<file path="src/rtl/pip_pkg.sv">
// ----------------------------------------------------------------------------
// Point-in-polygon parity package
// Widths, register-file slots, the micro-op table and control structs.
// ----------------------------------------------------------------------------
package pip_pkg;

    localparam int COORD_WIDTH = 16;
    localparam int OPW         = 2 * COORD_WIDTH + 8;
    localparam int ACCW        = 2 * OPW;
    localparam int HALF        = OPW / 2;
    localparam int HIW         = OPW - HALF;
    localparam int NUM_SLOTS   = 22;
    localparam int SLOT_W      = $clog2(NUM_SLOTS);
    localparam int NUM_LOAD    = 12;
    localparam int LOAD_W      = $clog2(NUM_LOAD);
    localparam int NUM_OPS     = 29;
    localparam int STEP_W      = $clog2(NUM_OPS);

    typedef enum logic [SLOT_W-1:0] {
        SL_V0X, SL_V0Y, SL_V0Z,
        SL_V1X, SL_V1Y, SL_V1Z,
        SL_EX,  SL_EY,  SL_EZ,
        SL_UX,  SL_UY,  SL_UZ,
        SL_EE,
        SL_C0X, SL_C0Y, SL_C0Z,
        SL_C1X, SL_C1Y, SL_C1Z,
        SL_DVU, SL_DEU, SL_DEV
    } slot_t;

    typedef enum logic [1:0] {CHK_NONE, CHK_EE_ZERO, CHK_CROSS, CHK_FWD} check_t;

    typedef enum logic [1:0] {PH_NONE, PH_LO, PH_HI, PH_WB} phase_t;

    typedef struct packed {
        slot_t  a;
        slot_t  b;
        logic   neg;
        logic   clr;
        logic   store;
        slot_t  dest;
        check_t chk;
    } op_t;

    typedef struct packed {
        logic              capture;
        logic              first_item;
        logic              set_prev;
        logic              set_ray;
        logic              init_parity;
        logic              load_we;
        logic [LOAD_W-1:0] load_idx;
        phase_t            phase;
        logic [STEP_W-1:0] step;
        logic              edge_sel;
    } cmd_t;

    typedef struct packed {
        logic last;
        logic abort;
        logic parity;
    } status_t;

    function automatic op_t mk(input slot_t a, input slot_t b, input logic neg,
                               input logic clr, input logic store, input slot_t dest,
                               input check_t chk);
        op_t o;
        o.a     = a;
        o.b     = b;
        o.neg   = neg;
        o.clr   = clr;
        o.store = store;
        o.dest  = dest;
        o.chk   = chk;
        return o;
    endfunction

    // Multiply-accumulate program for one edge test.
    function automatic op_t op_at(input logic [STEP_W-1:0] step);
        op_t o;
        case (step)
            STEP_W'(0):  o = mk(SL_EX,  SL_EX,  1'b0, 1'b1, 1'b0, SL_EE,  CHK_NONE);
            STEP_W'(1):  o = mk(SL_EY,  SL_EY,  1'b0, 1'b0, 1'b0, SL_EE,  CHK_NONE);
            STEP_W'(2):  o = mk(SL_EZ,  SL_EZ,  1'b0, 1'b0, 1'b1, SL_EE,  CHK_EE_ZERO);
            STEP_W'(3):  o = mk(SL_V0Y, SL_UZ,  1'b0, 1'b1, 1'b0, SL_C0X, CHK_NONE);
            STEP_W'(4):  o = mk(SL_V0Z, SL_UY,  1'b1, 1'b0, 1'b1, SL_C0X, CHK_NONE);
            STEP_W'(5):  o = mk(SL_V0Z, SL_UX,  1'b0, 1'b1, 1'b0, SL_C0Y, CHK_NONE);
            STEP_W'(6):  o = mk(SL_V0X, SL_UZ,  1'b1, 1'b0, 1'b1, SL_C0Y, CHK_NONE);
            STEP_W'(7):  o = mk(SL_V0X, SL_UY,  1'b0, 1'b1, 1'b0, SL_C0Z, CHK_NONE);
            STEP_W'(8):  o = mk(SL_V0Y, SL_UX,  1'b1, 1'b0, 1'b1, SL_C0Z, CHK_NONE);
            STEP_W'(9):  o = mk(SL_UY,  SL_V1Z, 1'b0, 1'b1, 1'b0, SL_C1X, CHK_NONE);
            STEP_W'(10): o = mk(SL_UZ,  SL_V1Y, 1'b1, 1'b0, 1'b1, SL_C1X, CHK_NONE);
            STEP_W'(11): o = mk(SL_UZ,  SL_V1X, 1'b0, 1'b1, 1'b0, SL_C1Y, CHK_NONE);
            STEP_W'(12): o = mk(SL_UX,  SL_V1Z, 1'b1, 1'b0, 1'b1, SL_C1Y, CHK_NONE);
            STEP_W'(13): o = mk(SL_UX,  SL_V1Y, 1'b0, 1'b1, 1'b0, SL_C1Z, CHK_NONE);
            STEP_W'(14): o = mk(SL_UY,  SL_V1X, 1'b1, 1'b0, 1'b1, SL_C1Z, CHK_NONE);
            STEP_W'(15): o = mk(SL_C0X, SL_C1X, 1'b0, 1'b1, 1'b0, SL_EE,  CHK_NONE);
            STEP_W'(16): o = mk(SL_C0Y, SL_C1Y, 1'b0, 1'b0, 1'b0, SL_EE,  CHK_NONE);
            STEP_W'(17): o = mk(SL_C0Z, SL_C1Z, 1'b0, 1'b0, 1'b0, SL_EE,  CHK_CROSS);
            STEP_W'(18): o = mk(SL_V0X, SL_UX,  1'b0, 1'b1, 1'b0, SL_DVU, CHK_NONE);
            STEP_W'(19): o = mk(SL_V0Y, SL_UY,  1'b0, 1'b0, 1'b0, SL_DVU, CHK_NONE);
            STEP_W'(20): o = mk(SL_V0Z, SL_UZ,  1'b0, 1'b0, 1'b1, SL_DVU, CHK_NONE);
            STEP_W'(21): o = mk(SL_EX,  SL_UX,  1'b0, 1'b1, 1'b0, SL_DEU, CHK_NONE);
            STEP_W'(22): o = mk(SL_EY,  SL_UY,  1'b0, 1'b0, 1'b0, SL_DEU, CHK_NONE);
            STEP_W'(23): o = mk(SL_EZ,  SL_UZ,  1'b0, 1'b0, 1'b1, SL_DEU, CHK_NONE);
            STEP_W'(24): o = mk(SL_EX,  SL_V0X, 1'b0, 1'b1, 1'b0, SL_DEV, CHK_NONE);
            STEP_W'(25): o = mk(SL_EY,  SL_V0Y, 1'b0, 1'b0, 1'b0, SL_DEV, CHK_NONE);
            STEP_W'(26): o = mk(SL_EZ,  SL_V0Z, 1'b0, 1'b0, 1'b1, SL_DEV, CHK_NONE);
            STEP_W'(27): o = mk(SL_EE,  SL_DVU, 1'b0, 1'b1, 1'b0, SL_EE,  CHK_NONE);
            STEP_W'(28): o = mk(SL_DEV, SL_DEU, 1'b1, 1'b0, 1'b0, SL_EE,  CHK_FWD);
            default:     o = mk(SL_V0X, SL_V0X, 1'b0, 1'b1, 1'b0, SL_EE,  CHK_NONE);
        endcase
        return o;
    endfunction

endpackage

</file>
<file path="src/rtl/pip_ctrl.sv">
// ----------------------------------------------------------------------------
// Point-in-polygon controller
// Vertex bookkeeping, edge-test sequencing and the result register.
// ----------------------------------------------------------------------------
module pip_ctrl
    import pip_pkg::*;
(
    input  logic    clk,
    input  logic    rst_n,
    input  logic    in_valid,
    output logic    in_ready,
    input  logic    out_ready,
    output logic    out_valid,
    output logic    out_inside,
    output logic    out_few,
    output cmd_t    cmd,
    input  status_t status
);

    typedef enum logic [2:0] {
        ST_IDLE, ST_DECIDE, ST_LOAD, ST_READ, ST_LO, ST_HI, ST_WB, ST_EMIT
    } state_t;

    state_t            state_reg;
    logic [1:0]        seen_reg;
    logic [LOAD_W-1:0] load_idx_reg;
    logic [STEP_W-1:0] step_reg;
    logic              edge_sel_reg;
    logic              too_few_reg;
    logic              out_valid_reg;
    logic              out_inside_reg;
    logic              out_few_reg;
    logic              accept;
    logic              done;
    logic              emit_ok;

    assign in_ready   = (state_reg == ST_IDLE);
    assign accept     = in_valid && in_ready;
    assign out_valid  = out_valid_reg;
    assign out_inside = out_inside_reg;
    assign out_few    = out_few_reg;
    assign done       = status.abort || (step_reg == STEP_W'(NUM_OPS - 1));
    assign emit_ok    = (state_reg == ST_EMIT) && (!out_valid_reg || out_ready);

    always_comb
    begin
        cmd.capture     = accept;
        cmd.first_item  = (seen_reg == 2'd0);
        cmd.set_prev    = (state_reg == ST_DECIDE && seen_reg != 2'd2)
                          || (state_reg == ST_WB && done && !edge_sel_reg);
        cmd.set_ray     = (state_reg == ST_DECIDE && seen_reg == 2'd1);
        cmd.init_parity = (state_reg == ST_DECIDE && seen_reg != 2'd2);
        cmd.load_we     = (state_reg == ST_LOAD);
        cmd.load_idx    = load_idx_reg;
        cmd.step        = step_reg;
        cmd.edge_sel    = edge_sel_reg;
        case (state_reg)
            ST_LO:   cmd.phase = PH_LO;
            ST_HI:   cmd.phase = PH_HI;
            ST_WB:   cmd.phase = PH_WB;
            default: cmd.phase = PH_NONE;
        endcase
    end

    always_ff @(posedge clk or negedge rst_n)
    begin
        if (!rst_n)
        begin
            state_reg      <= ST_IDLE;
            seen_reg       <= 2'd0;
            load_idx_reg   <= '0;
            step_reg       <= '0;
            edge_sel_reg   <= 1'b0;
            too_few_reg    <= 1'b0;
            out_valid_reg  <= 1'b0;
            out_inside_reg <= 1'b0;
            out_few_reg    <= 1'b0;
        end
        else
        begin
            if (emit_ok)
            begin
                out_valid_reg <= 1'b1;
            end
            else if (out_valid_reg && out_ready)
            begin
                out_valid_reg <= 1'b0;
            end
            case (state_reg)
                ST_IDLE:
                begin
                    if (accept)
                    begin
                        state_reg <= ST_DECIDE;
                    end
                end
                ST_DECIDE:
                begin
                    too_few_reg  <= (seen_reg == 2'd0);
                    load_idx_reg <= '0;
                    case (seen_reg)
                        2'd0:
                        begin
                            if (status.last)
                            begin
                                state_reg <= ST_EMIT;
                            end
                            else
                            begin
                                seen_reg  <= 2'd1;
                                state_reg <= ST_IDLE;
                            end
                        end
                        2'd1:
                        begin
                            seen_reg     <= 2'd2;
                            edge_sel_reg <= 1'b1;
                            state_reg    <= status.last ? ST_LOAD : ST_IDLE;
                        end
                        default:
                        begin
                            edge_sel_reg <= 1'b0;
                            state_reg    <= ST_LOAD;
                        end
                    endcase
                end
                ST_LOAD:
                begin
                    if (load_idx_reg == LOAD_W'(NUM_LOAD - 1))
                    begin
                        step_reg  <= '0;
                        state_reg <= ST_READ;
                    end
                    else
                    begin
                        load_idx_reg <= load_idx_reg + 1'b1;
                    end
                end
                ST_READ:
                begin
                    state_reg <= ST_LO;
                end
                ST_LO:
                begin
                    state_reg <= ST_HI;
                end
                ST_HI:
                begin
                    state_reg <= ST_WB;
                end
                ST_WB:
                begin
                    if (!done)
                    begin
                        step_reg  <= step_reg + 1'b1;
                        state_reg <= ST_READ;
                    end
                    else if (edge_sel_reg)
                    begin
                        state_reg <= ST_EMIT;
                    end
                    else if (status.last)
                    begin
                        edge_sel_reg <= 1'b1;
                        load_idx_reg <= '0;
                        state_reg    <= ST_LOAD;
                    end
                    else
                    begin
                        state_reg <= ST_IDLE;
                    end
                end
                ST_EMIT:
                begin
                    if (emit_ok)
                    begin
                        out_inside_reg <= too_few_reg ? 1'b0 : status.parity;
                        out_few_reg    <= too_few_reg;
                        seen_reg       <= 2'd0;
                        state_reg      <= ST_IDLE;
                    end
                end
                default:
                begin
                    state_reg <= ST_IDLE;
                end
            endcase
        end
    end

    a_accept_decide: assert property (@(posedge clk) disable iff (!rst_n)
        accept |=> state_reg == ST_DECIDE)
        else $error("accepted item not followed by decode");

    a_hi_after_lo: assert property (@(posedge clk) disable iff (!rst_n)
        state_reg == ST_HI |-> $past(state_reg == ST_LO))
        else $error("multiply high half without low half");

    a_step_range: assert property (@(posedge clk) disable iff (!rst_n)
        state_reg == ST_WB |-> step_reg <= STEP_W'(NUM_OPS - 1))
        else $error("micro-op step out of range");

    a_emit_seen: assert property (@(posedge clk) disable iff (!rst_n)
        (state_reg == ST_EMIT && too_few_reg) |-> seen_reg == 2'd0)
        else $error("single-vertex result with vertices counted");

endmodule

</file>
<file path="config.mk">
export PLATFORM = sky130hd
export DESIGN_NAME = pip_ctrl
export DESIGN_NICKNAME = d
export VERILOG_FILES = /design/src/rtl/pip_pkg.sv /design/src/rtl/pip_ctrl.sv
export SDC_FILE = /design/constraint.sdc
export NUM_CORES = 1
export LEC_CHECK = 0
export BUFFER_PORTS_ARGS = -buffer_cell sky130_fd_sc_hd__buf_2
export CORE_ASPECT_RATIO = 2
export CORE_UTILIZATION = 39
export CTS_CLUSTER_DIAMETER = 50
export DETAILED_ROUTE_END_ITERATION = 10
export SYNTH_ARGS = -nofsm -noshare
export SYNTH_HDL_FRONTEND = slang
export SYNTH_SLANG_ARGS = --single-unit
</file>
<file path="constraint.sdc">
create_clock -name clk -period 1.9 [get_ports clk]
set_input_delay 0.095 -clock clk [delete_from_list [all_inputs] [get_ports clk]]
set_output_delay 0.095 -clock clk [all_outputs]
set_load 0.005 [all_outputs]
</file>
# Word level (Yosys, flattened, before mapping)
# Cells that the tools add are included.
dict set report op_classes {
  n_addsub 2
  n_eq_ne 22
  mux 30
  n_reduce_logical 25
}
# operator count
set ops {}
lappend ops {{3-bit case mux with 8 select lines} 1}
lappend ops {{3-bit two-way mux} 6}
lappend ops {{4-bit two-way mux} 4}
lappend ops {{2-bit inequality test, second input constant} 8}
lappend ops {{3-bit equality test, second input constant} 4}
lappend ops {{4-bit case mux with 3 select lines} 1}
lappend ops {{5-bit two-way mux} 2}
lappend ops {{5-bit case mux with 2 select lines} 1}
lappend ops {{3-bit AND reduction} 3}
lappend ops {{2-bit case mux with 2 select lines} 2}
lappend ops {{2-bit nonzero test} 4}
lappend ops {{1-bit logical AND} 7}
lappend ops {{3-bit by 2-bit equality test with 1-bit output, second input constant} 2}
lappend ops {{1-bit two-way mux} 6}
lappend ops {{2-bit two-way mux} 3}
lappend ops {{2-bit case mux with 3 select lines} 1}
lappend ops {{3-bit case mux with 2 select lines} 1}
lappend ops {{5-bit by 1-bit adder with 5-bit output, second input constant} 1}
lappend ops {{5-bit equality test, second input constant} 1}
lappend ops {{5-bit AND reduction} 1}
lappend ops {{4-bit by 1-bit adder with 4-bit output, second input constant} 1}
lappend ops {{4-bit equality test, second input constant} 1}
lappend ops {{2-bit by 1-bit inequality test with 1-bit output, second input constant} 2}
lappend ops {{1-bit case mux with 2 select lines} 2}
lappend ops {{11 further kinds} 14}
dict set report totals {
  reg_bits 19
  input_bits 7
  elab_cells 88
}

# Depth between registers and ports, before layout
# Gate-level depths: netlist of the first run.
dict set report logic_depth {
  ltp_word 5
  depth_mapped 6
  ltp_nobuf 5
}

# Worst setup path before layout of the first run
# Ideal clock, no wire load.
dict set report synth_timing {
  kind {reg-to-reg}
  startpoint {reg step_reg[0]}
  endpoint {reg step_reg[3]}
  t_arrival_ns 1.561
  required_ns 1.813
  path_slack_ns 0.252
  stages_incl_launch_ff 6
  synth_period_minus_slack_ns 1.648
  cell_sequence {dfrtp_1 > inv_1 > ha_1 > a41o_4 > or4_1 > a22oi_1}
}
dict set report synth_via {
  elab_chain_len 4
  elab_cells_between_ends 7
}
# element line
set synth_lines {}
lappend synth_lines {{start: declaration} pip_ctrl.sv:27} ;# logic [STEP_W-1:0] step_reg;
lappend synth_lines {{start signal: assignment} pip_ctrl.sv:155} ;# step_reg <= step_reg + 1'b1;
lappend synth_lines {{parallel branches: the longest is 4 deep, another holds 5-bit by 1-bit adder with 5-bit output} --}
# Several ways; the timed one is not identified. The select of a mux whose other input is x is not followed.
# A chain may end at the register's enable or synchronous reset.

==> qor.yml, run 1 <==
worst_setup_path:
  end_kind: "primary output"
  cp_cell_sequence: "or3b_4, a21oi_1, o21bai_1, buf_2"
  slowest_delay_ps: 510
  crit_buf_inv: 1
  worstReg2RegEnd: "step_reg[4]$_DFFE_PN0P_"
  ff2ff_path_depth: 5
  crit_family: "flip-flops"
  crit_required_ps: 1800
  rrSetupSlack_ps: 160
  start_kind: "register"
  crit_type: "reg2out"
  path_max_fanout: 11
  cp_slowest_cell: "dfrtp_1"
  timing.rr.start: "step_reg[0]$_DFFE_PN0P_"
  worstPathArrival_ps: 1670
synth:
  syn_nets: 141
  avgSynthCellArea_um2: 9.026
  syn_inst: 131
  synth_compound_gate_area_share_pct: 25.50
  yosys.area_share.xor_xnor_pct: 0
  synth_fa_ha_area_share_pct: 3.175
  yosys.area_share.simple_pct: 22.43
  synth_top_cell_by_area: "dfrtp_1"
  ys_seq_elements: 19
  ys_types: 42
  ys_top_cells_by_area: "dfrtp_1, o21ai_0, a21oi_1, nand3_1, ha_1"
  synth_edf_count: 0
  synth_area_um2: 1182
  synth.top_cell.area_share_pct: 40.21
  yosysWarnings: 0
  synth_top_family_by_area: "compound AO/OA/AOI/OAI gates"
  muxShareOfSynthArea_pct: 1.799
  synthFlopType: "dfrtp_1"
  ys_seq_area_share_pct: 40.21
  async_flop_share_pct: 100.0
run:
  maxCapViolations: 0
routing:
  drt_wl_total_um: 3093
  drtIter0Drc: 34
  ant_nets: 0
  via_per_inst: 6.016
  drcViolationCount: 0
  wl_per_cell_um: 16.54
  firstDrtPassIters: 4
  vias: 1125
worst_hold_path:
  hp-class: "in2reg"
  hold_depth: 3
  hold_start: "status[0]"
  holdPathEnd: "out_inside$_DFFE_PN0P_"
timing:
  setup_viol: 0
  period_share_pct: 92.66
  worstMarginPinSlew_ps: 456.4
  finalMaxSlewViolations: 0
  period_minus_slack_ps: 1760
  fin_setup_tns_ps: 0
  holdWs_ps: 79.55
  fmax_mhz: 568.0
  rsz0062_at_grt: "no"
  hold_violations: 0
  clock_skew_ps: 1.378
  relSlewSlack_pct: 69.51
power_and_ir_drop:
  power_density_nw_per_um2: 1595
  power_mw: 2.231
  p_leak_nw: 0.6459
  vdd_ir_drop_max_uv: 815.5
floorplanning:
  start_util_pct: 42.17
  core_um2: 2804
  die_w_um: 40.94
  rows: 27
  top_level_ports: 29
  die_area_um2: 3269
  die_h_um: 79.87
layout:
  nNetsFinal: 169
  fill_cells: 279
  largest_register_ffs: 5
  mostFrequentLayoutCells: "buf_2, dfrtp_1, o21ai_0"
  layout_commonest_cell: "buf_2"
  diodes: 0
  final-seq-area_um2: 475.5
  syn_to_final_growth_pct: 18.31
  multiInputGateArea_um2: 628.1
  drive_gt1_share_pct: 25.32
clock_network:
  postCtsSetupBuffers: 0
  clockBufferDepth: 2
  root_buffer: "clkbuf_8"
  clk_latency_ps: 260
  path_clk_slew_ps: 80
  cts_sinks: 19
  cts_tree: "yes"
  cts_max_level: 1
  cts_buffers: 3
status:
  outcome: "completed"
global_route:
  grt_first_pass_wirelength_um: 4899
  grt_overflow_total: 0
  antenna_found_initial: 0
  first_global_vias: 1054
  grt_usage_pct: 21.68
  grt_max_degree: 20
placed_design:
  dp_hpwl_um: 2316
  portBuffers: 28
  place.gp.congestion: 0.8411
==> tightest hold or removal path, delay by kind of cell <==
| family | cells | cell delay, ps |
|---|---|---|
| AOI/OAI and AO/OA | 1 | 70 |
| buffers and inverters | 2 | 130 |
==> logic make-up (layout without fill, tap and decap cells) <==
| group | count (synthesis) | after routing |
|---|---|---|
| muxes | 2 | 2 |
| AOI/OAI and AO/OA | 44 | 44 |
| and+or+nand+nor | 45 | 45 |
| buffers and inverters | 18 | 45 |
| DFF | 19 | 19 |
| adders and majority gates | 3 | 3 |
==> stage by stage <==
step | cell area [um^2] | worst slack, ps | cells | utilization (%)
3_5_place_dp | 1341 | 178.0 | 182 | 47.84
2_1_floorplan | 1182 | 251.7 | 131 | -
3_3_place_gp | 1341 | 238.9 | 182 | 47.84
4_1_cts | 1396 | 74.01 | 187 | 49.80
5_1_grt | 1399 | 10.50 | 187 | 49.89
6_report | 1399 | 139.5 | 187 | 49.89
==> cell usage after synthesis (all sizes together), types with 4 or more instances <==
master,number
dfrtp,19
nand2b,5
clkbuf,5
inv,7
nor3,4
a21oi,9
nand3,9
nor2,5
nand2,4
a22oi,4
o21ai,11
buf,6
==> how the worst max path moves through the flow <==
stage                             start                 endpoint  slack, ps  cells after the start
3_3_place_gp    step_reg[0]$_DFFE_PN0P_  step_reg[4]$_DFFE_PN0P_        240                      5
4_1_cts        state_reg[2]$_DFFE_PN0P_                  cmd[15]         70                      4
6_report       state_reg[2]$_DFFE_PN0P_                  cmd[15]        140                      4
3_5_place_dp    step_reg[0]$_DFFE_PN0P_  step_reg[3]$_DFFE_PN0P_        180                      5
2_1_floorplan   step_reg[0]$_DFFE_PN0P_  step_reg[3]$_DFFE_PN0P_        250                      5
5_1_grt        state_reg[2]$_DFFE_PN0P_                  cmd[15]         10                      4
==> area by class of cell <==
| class | count | share of cell area, % |
|---|---|---|
| clock buffer | 4 | 3.220 |
| inverter | 7 | 1.878 |
| multi-input combinational | 94 | 44.90 |
| sequential | 19 | 33.99 |
| tap | 29 | 2.594 |
| timing repair buffer | 34 | 13.42 |
==> per-layer routing <==
| metal | GRT usage (%) | wire (um) |
|---|---|---|
| met1 | 25.67 | 1231 |
| met2 | 37.03 | 1691 |
| met3 | 1.671 | 128 |
| met4 | 8.667 | 41 |
| met5 | 0 | 0 |
==> what timing repair did <==
item / 4_1_cts / 5_1_grt
hold buffers: 1 / 0
endpoints found under the setup margin: 0 / 1
gates resized for setup: 0 / 1
endpoints found under the hold margin: 19 / 0
==> power by group <==
part	internal [mW]	total, mW	switching [mW]
Clock	0.149	0.294	0.145
Combinational	0.505	1.06	0.556
Sequential	0.588	0.876	0.288
Total	1.24	2.23	0.988
No activity file was read; power rests on OpenSTA's default activity.
==> run 2: changes to the inputs <==
--- a/config.mk
+++ b/config.mk
@@ -10,6 +10,7 @@
 export CORE_UTILIZATION = 39
 export CTS_CLUSTER_DIAMETER = 50
 export DETAILED_ROUTE_END_ITERATION = 10
+export MAX_ROUTING_LAYER = met4
 export SYNTH_ARGS = -nofsm -noshare
 export SYNTH_HDL_FRONTEND = slang
 export SYNTH_SLANG_ARGS = --single-unit
==> run 2 against run 1 <==
Against the previous run: clock skew is 1.8 ps higher; register-to-register slack hardly changed; worst setup slack better by 13 ps; sequential cell count stayed put; maximum frequency is 0.76% higher; worst hold slack worse by 0.58 ps; non-clock buffer count stayed put; highest routed layer unchanged; sequential share of layout area stayed put; largest power group unchanged; power is 0.20% lower; global-route usage is 0.51 points higher; first-iteration DRC count is 21% higher.
==> qor.yml, run 2 (synthesis gave the netlist of run 1 again) <==
status:
  outcome: "completed"
power_and_ir_drop:
  p_sw_uw: 983.6
  p_leak_nw: 0.6459
  seq_power_share_pct: 39.2
  power_frac_clock_pct: 13.2
  power_mw: 2.227
  comb_power_share_pct: 47.6
  vdd_ir_drop_max_uv: 798.0
  p_sw_share_pct: 44.18
  power_density_nw_per_um2: 1592
  p_int_mw: 1.243
routing:
  wl_per_cell_um: 16.51
  drt_wl_total_um: 3088
  drcViolationCount: 0
  drtIter0Drc: 41
  ant_nets: 0
  vias: 1133
  firstDrtPassIters: 5
  via_per_inst: 6.059
clock_network:
  cts_sinks: 19
  postCtsSetupBuffers: 0
  clockBufferDepth: 2
  cts_tree: "yes"
  cts_buffers: 3
  clk_latency_ps: 260
  cts_max_level: 1
  path_clk_slew_ps: 80
  root_buffer: "clkbuf_8"
layout:
  mostFrequentLayoutCells: "buf_2, dfrtp_1, o21ai_0"
  diodes: 0
  fill_cells: 279
  drive_gt1_share_pct: 25.32
  syn_to_final_growth_pct: 18.31
  largest_register_ffs: 5
  layout_commonest_cell: "buf_2"
  nNetsFinal: 169
placed_design:
  portBuffers: 28
  place_ws_ps: 178.0
  dp_hpwl_um: 2316
  place.gp.congestion: 0.8542
worst_setup_path:
  slowest_delay_ps: 500
  cp_cell_sequence: "or3b_4, a21oi_1, o21bai_1, buf_2"
  worstPathArrival_ps: 1650
  cp_slowest_cell: "dfrtp_1"
  crit_type: "reg2out"
  endpoint: "cmd[15]"
  ff2ff_path_depth: 5
  worstReg2RegEnd: "step_reg[4]$_DFFE_PN0P_"
  worstSetupStartpoint: "state_reg[0]$_DFFE_PN0P_"
  crit_required_ps: 1800
  timing.rr.start: "step_reg[0]$_DFFE_PN0P_"
  path_max_fanout: 10
  rrSetupSlack_ps: 160
  start_kind: "register"
  end_kind: "primary output"
timing:
  fmax_mhz: 572.4
  period_share_pct: 91.95
  worstMarginPinSlew_ps: 472.1
  finalMaxSlewViolations: 0
  relSlewSlack_pct: 68.46
  layout_setup_ws_ps: 152.9
  fin_setup_tns_ps: 0
  period_minus_slack_ps: 1747
  clock_skew_ps: 3.151
  hold_violations: 0
  rsz0062_at_grt: "no"
  setup_viol: 0
floorplanning:
  core_um2: 2804
  die_w_um: 40.94
  start_util_pct: 42.17
  die_h_um: 79.87
  die_area_um2: 3269
  rows: 27
  top_level_ports: 29
global_route:
  grt_usage_pct: 22.20
  grt_overflow_total: 0
  first_global_vias: 1047
  grt_max_degree: 20
  grt_first_pass_wirelength_um: 4912
  antenna_found_initial: 0
worst_hold_path:
  hp-class: "in2reg"
run:
  maxCapViolations: 0
[run 2: cell counts in the layout (fill, tap and decap cells not counted)]
No cell type changed its count.
[run 2: power by group through the flow]
stage | Combinational [mW] | Clock (mW) | Sequential, mW
2_1_floorplan | 0.751 | 0 | 0.764
3_3_place_gp | 1.03 | 0 | 0.863
3_5_place_dp | 1.05 | 0 | 0.878
4_1_cts | 1.06 | 0.297 | 0.872
5_1_grt | 1.20 | 0.310 | 0.913
6_report | 1.06 | 0.294 | 0.872
[run 2: repair_timing]
| action | 4_1_cts | 5_1_grt |
|---|---|---|
| hold buffers | 1 | 0 |
| gates resized for setup | 0 | 1 |
| endpoints found under the hold margin | 19 | 0 |
| endpoints found under the setup margin | 0 | 1 |
[run 2: per-layer routing]
layer  part of all wire [%]  vias to the layer above  track usage (%)
met1                     40                      532            25.67
met2                     55                       54            37.03
met4                   0.94                        0            8.667
met3                    4.4                        2            1.671
met5                      0                        -                -
li1                       -                      545                -
[run 2: layout make-up]
cell class	count	area (um^2)	share of cell area [%]
clock buffer	4	45.04	3.220
inverter	7	26.28	1.878
multi-input combinational	94	628.1	44.90
sequential	19	475.5	33.99
tap	29	36.28	2.594
timing repair buffer	34	187.7	13.42
[run 2: how the worst min path moves through the flow]
stage / startpoint / end / slack [ps] / depth (start not counted)
2_1_floorplan: rst_n / edge_sel_reg$_DFFE_PN0P_ / -200 / 0
3_3_place_gp: rst_n / step_reg[2]$_DFFE_PN0P_ / 70 / 1
3_5_place_dp: rst_n / step_reg[2]$_DFFE_PN0P_ / 70 / 1
4_1_cts: status[0] / out_inside$_DFFE_PN0P_ / 80 / 3
5_1_grt: status[0] / out_inside$_DFFE_PN0P_ / 100 / 3
6_report: status[0] / out_inside$_DFFE_PN0P_ / 80 / 3
[run 2: worst max-delay path: cells and delay by family, from the launching register on]
kind / cells / cell delay [ps]
DFF: 1 / 500
AOI/OAI and AO/OA: 2 / 290
buffers and inverters: 1 / 120
and+or+nand+nor: 1 / 470
[run 2: per-stage QoR]
step | instance area [um^2] | util, % | instances | hold WS (ps)
finish | 1399 | 49.89 | 187 | 78.97
global route | 1399 | 49.89 | 187 | 97.96
CTS | 1396 | 49.80 | 187 | 82.57
detailed placement | 1341 | 47.84 | 182 | 70.11
global placement | 1341 | 47.84 | 182 | 67.67
floorplan | 1182 | - | 131 | -200.6
==> run 3: changes to the inputs <==
--- a/config.mk
+++ b/config.mk
@@ -5,11 +5,11 @@
 export SDC_FILE = /design/constraint.sdc
 export NUM_CORES = 1
 export LEC_CHECK = 0
-export BUFFER_PORTS_ARGS = -buffer_cell sky130_fd_sc_hd__buf_2
 export CORE_ASPECT_RATIO = 2
 export CORE_UTILIZATION = 39
 export CTS_CLUSTER_DIAMETER = 50
 export DETAILED_ROUTE_END_ITERATION = 10
+export DONT_BUFFER_PORTS = 1
 export MAX_ROUTING_LAYER = met4
 export SYNTH_ARGS = -nofsm -noshare
 export SYNTH_HDL_FRONTEND = slang
==> run 3 against run 2 <==
Against the previous run: largest cell class unchanged; combinational power shrank 14%; critical path depth shrank 1; utilization shrank 4.1 points; register-to-register slack gained 100 ps; clock power shrank 2%; maximum frequency shrank 4.0%; sequential power is essentially flat; worst setup slack lost 72 ps; routed wire length shrank 4.9%; cell area shrank 8.3%.
==> qor.yml, run 3 (synthesis gave the netlist of run 1 again) <==
layout:
  fin_area_um2: 1282
  fill_cells: 292
  final_util_pct: 45.74
  diodes: 0
  syn_to_final_growth_pct: 8.466
  largest_register_ffs: 5
  mostFrequentLayoutCells: "dfrtp_1, o21ai_0, a21oi_1, nand3_1, buf_4"
  layout_commonest_cell: "dfrtp_1"
  nNetsFinal: 144
  drive_gt1_share_pct: 10.53
  layout.cells.non_filler: 162
worst_setup_path:
  crit_required_ps: 1800
  start_kind: "register"
  end_kind: "primary output"
  crit_type: "reg2out"
  worstPathArrival_ps: 1720
  path_max_fanout: 10
placed_design:
  place_area_um2: 1216
  place_ws_ps: 277.6
  portBuffers: 0
  place.gp.congestion: 0.7887
  dp_hpwl_um: 2270
  placed_cells: 156
timing:
  period_minus_slack_ps: 1819
  hold_violations: 0
  period_share_pct: 95.74
  finalMaxSlewViolations: 0
  fin_setup_tns_ps: 0
  fmax_mhz: 549.8
  rsz0062_at_grt: "no"
  relSlewSlack_pct: 39.85
  layout_setup_ws_ps: 81.03
  worstMarginPinSlew_ps: 899.3
  clock_skew_ps: 4.679
  setup_viol: 0
global_route:
  met2_usage_pct: 38.13
  grt_first_pass_wirelength_um: 4850
  grt_max_degree: 20
  grt_overflow_total: 0
  met3_usage_pct: 3.343
  grt_usage_pct: 21.69
  met1_usage_pct: 22.54
  antenna_found_initial: 0
  globalRoute.busiestLayer: "met2"
  first_global_vias: 1067
routing:
  firstDrtPassIters: 4
  via_per_inst: 6.414
  wl_per_cell_um: 18.12
  drcViolationCount: 0
  ant_nets: 0
  vias: 1039
  drtIter0Drc: 17
  drt_wl_total_um: 2936
clock_network:
  cts_buffers: 3
  cts_sinks: 19
  cts_resized: 0
  path_clk_slew_ps: 70
  clockBufferDepth: 2
  cts_tree: "yes"
  root_buffer: "clkbuf_8"
  clk_latency_ps: 260
  cts_max_level: 1
floorplanning:
  die_area_um2: 3269
  die_w_um: 40.94
  core_um2: 2804
  top_level_ports: 29
  die_h_um: 79.87
  rows: 27
  start_util_pct: 42.17
status:
  outcome: "completed"
run:
  maxCapViolations: 0
power_and_ir_drop:
  p_leak_nw: 0.5345
  power_density_nw_per_um2: 1612
  vdd_ir_drop_max_uv: 684.0
worst_hold_path:
  hp-class: "in2reg"
-- run 3: cell type report --
cell class	instances	area, um^2	area share (%)
clock buffers	3	41.29	3.220
repair buffers	9	72.57	5.659
well taps	29	36.28	2.829
flip-flops and latches	19	475.5	37.07
inverters	7	26.28	2.049
multi-input cells	94	625.6	48.78
clock inverters	1	5.005	0.3902
-- run 3: critical path: stages, from the launching register on --
cell	delay [ps]
dfrtp_1	480
or3b_1	560
a21oi_1	270
o21bai_1	170
-- run 3: where the power goes --
group	total, mW	switching (mW)	internal (mW)
sequential	0.871	0.282	0.588
combinational	0.909	0.512	0.397
clock	0.288	0.142	0.146
total	2.07	0.936	1.13
-- run 3: final timing paths --
kind                                           from                       end  slack, ps  depth (start not counted)
max                        state_reg[1]$_DFFE_PN0P_                   cmd[15]         80                          3
min                                       status[2]  edge_sel_reg$_DFFE_PN0P_         30                          2
max reg2reg                 step_reg[0]$_DFFE_PN0P_   step_reg[3]$_DFFE_PN0P_        260                          5
min reg2reg                 too_few_reg$_DFFE_PN0P_    out_inside$_DFFE_PN0P_        500                          1
max in group asynchronous                     rst_n   seen_reg[0]$_DFFE_PN0P_        940                          1
min in group asynchronous                     rst_n   step_reg[1]$_DFFE_PN0P_        410                          1
-- run 3: repair_timing --
item	in CTS	in global routing
hold buffers	2	0
endpoints found under the hold margin	20	0
setup buffers	0	0
-- run 3: routing by layer --
metal / share of wire (%) / wire [um] / up-vias
met3: 3.7 / 110 / 2
met2: 58 / 1697 / 28
met1: 37 / 1098 / 512
met4: 0.99 / 29 / 0
met5: 0 / 0 / -
li1: - / - / 497
-- run 3: metrics by stage --
step                hold slack (ps)  power, mW
finish                        27.27      2.067
floorplan                    -200.6      1.515
CTS                           37.59      2.080
detailed placement           -200.1      1.782
global route                  30.94      2.255
global placement             -200.1      1.748
